$ cat config.mk
export PLATFORM = sky130hd
export DESIGN_NAME = serial_screen_frame_receiver_flat
export DESIGN_NICKNAME = d
export VERILOG_FILES = /design/src/hw/rtl/ssfr_pkg.sv /design/src/hw/rtl/ssfr_item_if.sv /design/src/hw/rtl/ssfr_result_if.sv /design/src/hw/rtl/serial_screen_frame_receiver.sv /design/src/hw/rtl/ssfr_store.sv /design/src/hw/rtl/ssfr_ctrl.sv /design/src/flat_wrapper.sv
export SDC_FILE = /design/constraint.sdc
export NUM_CORES = 2
export LEC_CHECK = 0
export BUFFER_PORTS_ARGS = -buffer_cell sky130_fd_sc_hd__buf_2
export CAP_MARGIN = 40
export CORE_AREA = 5 5 590 592
export CTS_BUF_LIST = sky130_fd_sc_hd__clkbuf_4 sky130_fd_sc_hd__clkbuf_8 sky130_fd_sc_hd__clkbuf_16
export CTS_CLUSTER_SIZE = 10
export DETAILED_ROUTE_END_ITERATION = 10
export DIE_AREA = 0 0 595 597
export GPL_TIMING_DRIVEN = 0
export SYNTH_ARGS = -nofsm -noshare
export SYNTH_HDL_FRONTEND = slang
export SYNTH_SLANG_ARGS = --single-unit
$ cat constraint.sdc
create_clock -name clk -period 3.56 [get_ports clk]
set_clock_uncertainty 0.2 [all_clocks]
set_input_delay 0.356 -clock clk [delete_from_list [all_inputs] [get_ports clk]]
set_output_delay 0.356 -clock clk [all_outputs]
set_load 0.02 [all_outputs]
$ cat src/hw/rtl/ssfr_pkg.sv
// shared types, codes and pattern matchers of the serial screen frame receiver
`default_nettype none

package ssfr_pkg;

  // transaction modes
  typedef enum logic [1:0] {
    MODE_RX    = 2'd0,
    MODE_READ  = 2'd1,
    MODE_TAKE  = 2'd2,
    MODE_QUERY = 2'd3
  } mode_t;

  localparam logic [7:0] START_BYTE = 8'hEE;
  localparam logic [7:0] CMD_FIRST  = 8'hA5;
  localparam logic [7:0] TAIL_FIRST = 8'hFF;
  localparam logic [2:0] CMD_LEN    = 3'd6;
  localparam logic [2:0] TAIL_LEN   = 3'd4;
  localparam int unsigned LEN_BITS  = 9;

  // store access request from the control path
  typedef struct packed {
    logic       wr_en;
    logic       rd_en;
    logic [7:0] wr_data;
  } store_req_t;

  // registered result fields, less the stored byte
  typedef struct packed {
    logic                frame_ready;
    logic [LEN_BITS-1:0] stored_len;
    logic                frame_taken;
    logic                query_taken;
    logic                rd_sel;
  } res_t;

  // command pattern A5 5A 03 00 07 01
  function automatic logic [7:0] cmd_byte(input logic [2:0] pos);
    logic [7:0] b;
    case (pos)
      3'd0:    b = 8'hA5;
      3'd1:    b = 8'h5A;
      3'd2:    b = 8'h03;
      3'd3:    b = 8'h00;
      3'd4:    b = 8'h07;
      3'd5:    b = 8'h01;
      default: b = 8'h00;
    endcase
    return b;
  endfunction

  // tail pattern FF FC FF FF
  function automatic logic [7:0] tail_byte(input logic [2:0] pos);
    logic [7:0] b;
    case (pos)
      3'd0:    b = 8'hFF;
      3'd1:    b = 8'hFC;
      3'd2:    b = 8'hFF;
      3'd3:    b = 8'hFF;
      default: b = 8'h00;
    endcase
    return b;
  endfunction

  // naive matcher step: advance, else restart on first pattern byte
  function automatic logic [2:0] cmd_next(input logic [2:0] pos, input logic [7:0] b);
    logic [2:0] n;
    if (pos < CMD_LEN && b == cmd_byte(pos)) n = pos + 3'd1;
    else if (b == CMD_FIRST)                 n = 3'd1;
    else                                     n = 3'd0;
    return n;
  endfunction

  function automatic logic [2:0] tail_next(input logic [2:0] pos, input logic [7:0] b);
    logic [2:0] n;
    if (pos < TAIL_LEN && b == tail_byte(pos)) n = pos + 3'd1;
    else if (b == TAIL_FIRST)                  n = 3'd1;
    else                                       n = 3'd0;
    return n;
  endfunction

endpackage

`default_nettype wire

$ cat src/hw/rtl/ssfr_item_if.sv
// input channel interface: one item per transaction
`default_nettype none

interface ssfr_item_if;
  logic       valid;
  logic       ready;
  logic [1:0] mode;
  logic [7:0] rx_byte;
  logic [8:0] read_index;
  logic [15:0] take_limit;

  modport source (output valid, mode, rx_byte, read_index, take_limit, input ready);
  modport sink   (input valid, mode, rx_byte, read_index, take_limit, output ready);
endinterface

`default_nettype wire

$ cat src/hw/rtl/ssfr_result_if.sv
// result channel interface: one result per transaction
`default_nettype none

interface ssfr_result_if;
  logic       valid;
  logic       ready;
  logic       frame_ready;
  logic [8:0] stored_len;
  logic [7:0] read_byte;
  logic       frame_taken;
  logic       query_taken;

  modport source (output valid, frame_ready, stored_len, read_byte, frame_taken,
                  query_taken, input ready);
  modport sink   (input valid, frame_ready, stored_len, read_byte, frame_taken,
                  query_taken, output ready);
endinterface

`default_nettype wire

$ cat src/hw/rtl/serial_screen_frame_receiver.sv
// top level of the serial screen frame receiver
//
//   channel     dir  handshake      payload
//   item_in     in   valid/ready    mode, rx_byte, read_index, take_limit
//   result_out  out  valid/ready    frame_ready, stored_len, read_byte,
//                                   frame_taken, query_taken
//
// one item per cycle while no held result stalls the input; its result appears in the cycle after acceptance
// the frame memory is written and read at the acceptance edge; the read
// data register doubles as the output stage for stored bytes
// rst is synchronous; no memory clearing pass, stored bytes are undefined
// until written
// a held result blocks a new item only while result_out.ready is low
`default_nettype none

module serial_screen_frame_receiver #(
  parameter int unsigned FRAME_BYTES = 320
) (
  input wire logic       clk,
  input wire logic       rst,
  ssfr_item_if.sink      item_in,
  ssfr_result_if.source  result_out
);
  import ssfr_pkg::*;

  localparam int unsigned AW = $clog2(FRAME_BYTES);
  localparam int unsigned CW = $clog2(FRAME_BYTES + 1);

  store_req_t    req;
  res_t          res;
  logic [AW-1:0] wr_addr, rd_addr;
  logic [7:0]    rd_data;

  ssfr_ctrl #(
    .FRAME_BYTES (FRAME_BYTES),
    .AW          (AW),
    .CW          (CW)
  ) u_ctrl (
    .clk        (clk),
    .rst        (rst),
    .in_valid   (item_in.valid),
    .in_ready   (item_in.ready),
    .mode       (item_in.mode),
    .rx_byte    (item_in.rx_byte),
    .read_index (item_in.read_index),
    .take_limit (item_in.take_limit),
    .out_valid  (result_out.valid),
    .out_ready  (result_out.ready),
    .res        (res),
    .req        (req),
    .wr_addr    (wr_addr),
    .rd_addr    (rd_addr)
  );

  ssfr_store #(
    .FRAME_BYTES (FRAME_BYTES),
    .AW          (AW)
  ) u_store (
    .clk     (clk),
    .req     (req),
    .wr_addr (wr_addr),
    .rd_addr (rd_addr),
    .rd_data (rd_data)
  );

  // result payload
  assign result_out.frame_ready  = res.frame_ready;
  assign result_out.stored_len   = res.stored_len;
  assign result_out.read_byte    = res.rd_sel ? rd_data : 8'h00;
  assign result_out.frame_taken  = res.frame_taken;
  assign result_out.query_taken  = res.query_taken;

endmodule

`default_nettype wire

$ cat src/hw/rtl/ssfr_store.sv
// frame byte memory, one write and one registered read per cycle
`default_nettype none

module ssfr_store #(
  parameter int unsigned FRAME_BYTES = 320,
  parameter int unsigned AW          = $clog2(FRAME_BYTES)
) (
  input  wire logic                   clk,
  input  wire ssfr_pkg::store_req_t   req,
  input  wire logic [AW-1:0]          wr_addr,
  input  wire logic [AW-1:0]          rd_addr,
  output      logic [7:0]             rd_data
);
  import ssfr_pkg::*;

  logic [7:0] mem [FRAME_BYTES];

  // write port
  always_ff @(posedge clk) begin
    if (req.wr_en) begin
      mem[wr_addr] <= req.wr_data;
    end
  end

  // read port, data held until the next read
  always_ff @(posedge clk) begin
    if (req.rd_en) begin
      rd_data <= mem[rd_addr];
    end
  end

endmodule

`default_nettype wire

$ cat src/hw/rtl/ssfr_ctrl.sv
// matchers, frame bookkeeping and result register
`default_nettype none

module ssfr_ctrl #(
  parameter int unsigned FRAME_BYTES = 320,
  parameter int unsigned AW          = $clog2(FRAME_BYTES),
  parameter int unsigned CW          = $clog2(FRAME_BYTES + 1)
) (
  input  wire logic                 clk,
  input  wire logic                 rst,
  input  wire logic                 in_valid,
  output      logic                 in_ready,
  input  wire logic [1:0]           mode,
  input  wire logic [7:0]           rx_byte,
  input  wire logic [8:0]           read_index,
  input  wire logic [15:0]          take_limit,
  output      logic                 out_valid,
  input  wire logic                 out_ready,
  output      ssfr_pkg::res_t       res,
  output      ssfr_pkg::store_req_t req,
  output      logic [AW-1:0]        wr_addr,
  output      logic [AW-1:0]        rd_addr
);
  import ssfr_pkg::*;

  // index width holds both the read index and the store depth itself
  localparam int unsigned IW = (AW + 1 > 9) ? AW + 1 : 9;
  localparam int unsigned LW = (CW > LEN_BITS) ? CW : LEN_BITS;

  logic          accept;
  logic [CW-1:0] byte_count, byte_count_next;
  logic          ready_flag, ready_flag_next;
  logic [2:0]    tail_pos, tail_pos_next;
  logic [2:0]    cmd_pos, cmd_pos_next;
  logic          query_pending, query_pending_next;
  logic [IW-1:0] idx_ext;
  logic [LW-1:0] len_ext;
  logic          frame_taken, query_taken, rd_hit, wr_hit;
  res_t          res_next;

  assign in_ready = !out_valid || out_ready;
  assign accept   = in_valid && in_ready;
  assign idx_ext  = IW'(read_index);
  assign rd_addr  = idx_ext[AW-1:0];
  assign wr_addr  = byte_count[AW-1:0];

  // next state per mode
  always_comb begin
    byte_count_next    = byte_count;
    ready_flag_next    = ready_flag;
    tail_pos_next      = tail_pos;
    cmd_pos_next       = cmd_pos;
    query_pending_next = query_pending;
    frame_taken        = 1'b0;
    query_taken        = 1'b0;
    rd_hit             = 1'b0;
    wr_hit             = 1'b0;
    case (mode_t'(mode))
      MODE_RX: begin
        cmd_pos_next = cmd_next(cmd_pos, rx_byte);
        if (cmd_pos_next == CMD_LEN) begin
          query_pending_next = 1'b1;
          cmd_pos_next       = 3'd0;
        end
        if (!ready_flag && !(byte_count == '0 && rx_byte != START_BYTE)) begin
          if (byte_count < CW'(FRAME_BYTES)) begin
            wr_hit          = 1'b1;
            byte_count_next = byte_count + CW'(1);
            tail_pos_next   = tail_next(tail_pos, rx_byte);
            if (tail_pos_next == TAIL_LEN) begin
              ready_flag_next = 1'b1;
            end
          end else begin
            // overflow drops the frame
            byte_count_next = '0;
            tail_pos_next   = 3'd0;
          end
        end
      end
      MODE_READ: begin
        rd_hit = (idx_ext < IW'(FRAME_BYTES));
      end
      MODE_TAKE: begin
        if (ready_flag && byte_count != '0 && 16'(byte_count) <= take_limit) begin
          frame_taken     = 1'b1;
          byte_count_next = '0;
          tail_pos_next   = 3'd0;
          ready_flag_next = 1'b0;
        end
      end
      MODE_QUERY: begin
        if (query_pending) begin
          query_taken        = 1'b1;
          query_pending_next = 1'b0;
        end
      end
      default: begin
      end
    endcase
  end

  // result fields; a take reports the length before the release
  always_comb begin
    len_ext               = (mode_t'(mode) == MODE_TAKE) ? LW'(byte_count)
                                                          : LW'(byte_count_next);
    res_next.frame_ready  = ready_flag_next;
    res_next.stored_len   = len_ext[LEN_BITS-1:0];
    res_next.frame_taken  = frame_taken;
    res_next.query_taken  = query_taken;
    res_next.rd_sel       = rd_hit;
  end

  assign req.wr_en   = accept && wr_hit;
  assign req.rd_en   = accept && rd_hit;
  assign req.wr_data = rx_byte;

  // state registers
  always_ff @(posedge clk) begin
    if (rst) begin
      byte_count    <= '0;
      ready_flag    <= 1'b0;
      tail_pos      <= 3'd0;
      cmd_pos       <= 3'd0;
      query_pending <= 1'b0;
    end else if (accept) begin
      byte_count    <= byte_count_next;
      ready_flag    <= ready_flag_next;
      tail_pos      <= tail_pos_next;
      cmd_pos       <= cmd_pos_next;
      query_pending <= query_pending_next;
    end
  end

  // output register
  always_ff @(posedge clk) begin
    if (rst) begin
      out_valid <= 1'b0;
    end else if (accept) begin
      out_valid <= 1'b1;
    end else if (out_ready) begin
      out_valid <= 1'b0;
    end
  end

  always_ff @(posedge clk) begin
    if (accept) begin
      res <= res_next;
    end
  end

endmodule

`default_nettype wire

$ cat src/flat_wrapper.sv
// flat-port wrapper written by rule: the top's interface ports become plain ports
module serial_screen_frame_receiver_flat import ssfr_pkg::*;
#(
  parameter int unsigned FRAME_BYTES = 320
)
  (clk, rst, item_in_valid, item_in_mode, item_in_rx_byte, item_in_read_index, item_in_take_limit, item_in_ready, result_out_valid, result_out_frame_ready, result_out_stored_len, result_out_read_byte, result_out_frame_taken, result_out_query_taken, result_out_ready);
  ssfr_item_if item_in_i ();
  ssfr_result_if result_out_i ();
  input wire logic clk;
  input wire logic rst;
  input wire logic [$bits(item_in_i.valid)-1:0] item_in_valid;
  input wire logic [$bits(item_in_i.mode)-1:0] item_in_mode;
  input wire logic [$bits(item_in_i.rx_byte)-1:0] item_in_rx_byte;
  input wire logic [$bits(item_in_i.read_index)-1:0] item_in_read_index;
  input wire logic [$bits(item_in_i.take_limit)-1:0] item_in_take_limit;
  output wire logic [$bits(item_in_i.ready)-1:0] item_in_ready;
  output wire logic [$bits(result_out_i.valid)-1:0] result_out_valid;
  output wire logic [$bits(result_out_i.frame_ready)-1:0] result_out_frame_ready;
  output wire logic [$bits(result_out_i.stored_len)-1:0] result_out_stored_len;
  output wire logic [$bits(result_out_i.read_byte)-1:0] result_out_read_byte;
  output wire logic [$bits(result_out_i.frame_taken)-1:0] result_out_frame_taken;
  output wire logic [$bits(result_out_i.query_taken)-1:0] result_out_query_taken;
  input wire logic [$bits(result_out_i.ready)-1:0] result_out_ready;
  assign item_in_i.valid = item_in_valid;
  assign item_in_i.mode = item_in_mode;
  assign item_in_i.rx_byte = item_in_rx_byte;
  assign item_in_i.read_index = item_in_read_index;
  assign item_in_i.take_limit = item_in_take_limit;
  assign item_in_ready = item_in_i.ready;
  assign result_out_valid = result_out_i.valid;
  assign result_out_frame_ready = result_out_i.frame_ready;
  assign result_out_stored_len = result_out_i.stored_len;
  assign result_out_read_byte = result_out_i.read_byte;
  assign result_out_frame_taken = result_out_i.frame_taken;
  assign result_out_query_taken = result_out_i.query_taken;
  assign result_out_i.ready = result_out_ready;
  serial_screen_frame_receiver #(.FRAME_BYTES(FRAME_BYTES)) u_core (.clk(clk), .rst(rst), .item_in(item_in_i), .result_out(result_out_i));
endmodule
==> impl_results.md <==
- Status: finished with violations
- Failing checks: setup timing
- # nets final: 5849
- Die area: 0.355 mm^2
- Initial antenna violation count: 38
- WP data arrival: 4320 ps
- Async set-reset flop share out of synthesis: 0%
- Total grt overflow: 0
- Most frequent cells after synthesis: edfxtp_1, mux4_2, nor2_1
- Clk pwr share: 42.3%
- CTS tree: built
- Wire length per cell: 40.2 um
- Synth Instances: 4983
- H-tree Lvls: 5
- M1 WL: 144 mm
- Pre-CTS setup slack: -2990 ps
- DR pass1 iterations: 6
- Layout cell share with drive strength beyond 1: 34.5%
- Wirelength, routed: 419 mm
- Area of the multi-input gates: 0.0240 mm^2
- Hold crit path type: primary input to flip-flop
- Port bufs: 56
- RSZ-0062 raised after global routing: true
- Dpl cells: 9933
- Fin Hold WS: 47.5 ps
- Clock sinks: 2599
- Crit Path Max Fanout: 10
- Fmax: 255 MHz
- Area after DPL: 0.112 mm^2
- #FFs+latches synth: 2599
- Final setup viols: 225
- Sequential power share: 50.7%
- Routed wl met2: 175 mm
- Cell Int Power: 51.3 mW
- Crit end category: flip-flop
- CP Cell Sequence: buf_2 > inv_1 > buf_2 > buf_2 > nand2_1 > o22ai_1 > nor4b_2 > o211ai_1 > a32oi_2
- CTS root buffer: clkbuf_16
- Synth top area share: 75.9%
- Switch Pwr: 15.1 mW
- Slowest CP cell: buf_2
- Vias after detailed routing: 61860
- Worst-path clk slew: 50 ps
- Worst skew pair latency: 940 ps
- Peak supply drop: 0.641 mV
- GR Util All Layers: 22.9%
- Tmin final: 3920 ps
- Power Density: 534 mW/mm^2
- Post-synth top flop: edfxtp_1
- Design Area, Final: 0.124 mm^2
- Via density: 5.93
- DR iter-0 viols: 12805
- Area grow syn2layout: 21.7%
- Final antenna-violating net count: 0
- Leakage: 39.1 nW
- Library cells used by synthesis: 67
- Core area: 0.342 mm^2
- Syn_nets: 5042
- Top Ports: 61
- Fillers: 30925
- Startpoint types: primary input
- Yosys warns: 0
- Largest cells by area after synthesis: edfxtp_1, mux4_2, nor2_1
- Core Util, Final: 36.3%
- Cell Count, Final, Fillers Out: 10432
- Final hold violations: 0
- Normalized max-slew margin: 30.4%
- Vias in the first global route: 57979
- First-pass GRT wire length: 545 mm
- Reg area: 0.0779 mm^2
- Sequential-to-total area share from yosys stat: 76.3%
- Sw frac: 22.7%
- Final worst setup slack: -362 ps
- Std cell rows: 215
- Mean Syn Cell Area: 20.5 um^2
- Die width: 595 um
- Largest net degree at the start of global routing: 160
- Least-Margin Pin Slew: 1040 ps
- Most numerous cell in the Yosys netlist: edfxtp_1
- Worst Path Class, Setup: primary input to flip-flop
- Clock Tree Buf Depth: 4
- Period utilisation layout: 110%
- Highest routed layer: met5
- Global placer's final weighted congestion: 1.03
- # DRC: 0
- Most Frequent Cell on Critical Path: buf_2
- Die Y: 597 um
- Max-cap violation count: 0
- Data required time of the worst path: 3960 ps
- Cell taking the most area after synthesis: edfxtp_1
- Initial Utilization: 29.9%
- Metal3 WL: 67.1 mm
- Comb power frac: 7.0%
- Max-slew violations: 0
- CTS Buf Count: 315
- Post-synth EDFFs: 2581
- Dpl hpwl: 288 mm
- Synth Cell Area: 0.102 mm^2
- Slowest stage delay, CP: 750 ps
[area by class of cell]
| class | count | share of cell area (%) |
|---|---|---|
| clock buffer | 351 | 6.62 |
| antenna | 32 | 0.0644 |
| sequential | 2599 | 62.7 |
| multi-input combinational | 2049 | 19.3 |
| tap | 4557 | 4.59 |
| buffer | 293 | 1.85 |
| clock inverter | 19 | 0.145 |
| inverter | 31 | 0.101 |
| timing repair buffer | 501 | 4.64 |
[flip-flops by register name, indices dropped and copies added, names as in the netlist]
register / flops
u_core.u_ctrl.cmd_pos: 3
u_core.u_ctrl.query_pending: 1
u_core.u_store.mem: 2560
u_core.u_store.rd_data: 8
u_core.u_ctrl.out_valid: 1
u_core.u_ctrl.tail_pos: 3
u_core.u_ctrl.res: 13
u_core.u_ctrl.ready_flag: 1
u_core.u_ctrl.wr_addr: 9
[power by group through the flow]
stage | combinational [mW] | clock (mW) | sequential [mW]
finish | 4.65 | 28.1 | 33.7
global route | 4.57 | 29.4 | 33.7
CTS | 4.38 | 28.0 | 33.7
detailed placement | 4.24 | 0 | 34.3
global placement | 3.95 | 0 | 34.5
floorplan | 1.62 | 0 | 34.3
[per-stage QoR]
| step | power (mW) | setup TNS [ps] |
|---|---|---|
| floorplan | 35.9 | 0 |
| global placement | 38.4 | - |
| detailed placement | 38.5 | -3043930 |
| CTS | 66.1 | -11840 |
| global route | 67.6 | -5360 |
| finish | 66.4 | -16210 |
[critical path, delay by kind of cell]
| family | cells | cell delay [ps] |
|---|---|---|
| buffers and inverters | 4 | 1860 |
| AOI/OAI and AO/OA | 3 | 1520 |
| and+or+nand+nor | 2 | 530 |
[per-layer routing]
layer,vias to the layer above,GRT usage (%)
met3,1354,10.3
met5,-,0
met1,32379,28.4
met4,18,14.9
li1,22121,-
met2,5988,32.3
[cell families after synthesis]
group                    synth area share [%]
flip-flops                               76.3
AND/OR/NAND/NOR                          3.72
multiplexers                             15.7
AO/OA/AOI/OAI                            2.42
buffers and inverters                    1.67
adder cells (fa/ha/maj)                 0.245
XOR/XNOR                               0.0172
[what timing repair did]
item / CTS / global route
hold buffers: 31 / 0
cloned: 1 / 1
buffers inserted: 53 / 15
gates resized for setup: 548 / 103
endpoints found under the setup margin: 2557 / 1099
hold endpoints to repair: 881 / 0
pin swaps: 38 / 9
[cells in the final DEF (no fill, tap or decap), types with 105 or more instances in the layout]
| cell | netlist | final |
|---|---|---|
| buf_4 | 63 | 302 |
| nor2_4 | 0 | 105 |
| edfxtp_1 | 2581 | 2581 |
| nor2_1 | 404 | 185 |
| buf_6 | 8 | 105 |
| mux4_2 | 654 | 654 |
| mux2i_1 | 112 | 110 |
| clkbuf_16 | 0 | 320 |
| nor2_2 | 0 | 114 |
| nand2_1 | 246 | 240 |
[final timing paths]
path | to | slack (ps) | cells past startpoint | startpoint
worst max-delay path | u_core.u_store.rd_data[0] | -360 | 9 | item_in_read_index[3]
worst min-delay path | u_core.u_store.mem[152][7] | 50 | 4 | item_in_rx_byte[7]
worst max register to register | u_core.u_store.mem[219][7] | -240 | 6 | u_core.u_ctrl.wr_addr[7]
worst min register to register | u_core.u_ctrl.tail_pos[1] | 300 | 2 | u_core.u_ctrl.tail_pos[1]
(Power assumes the default switching activity.)
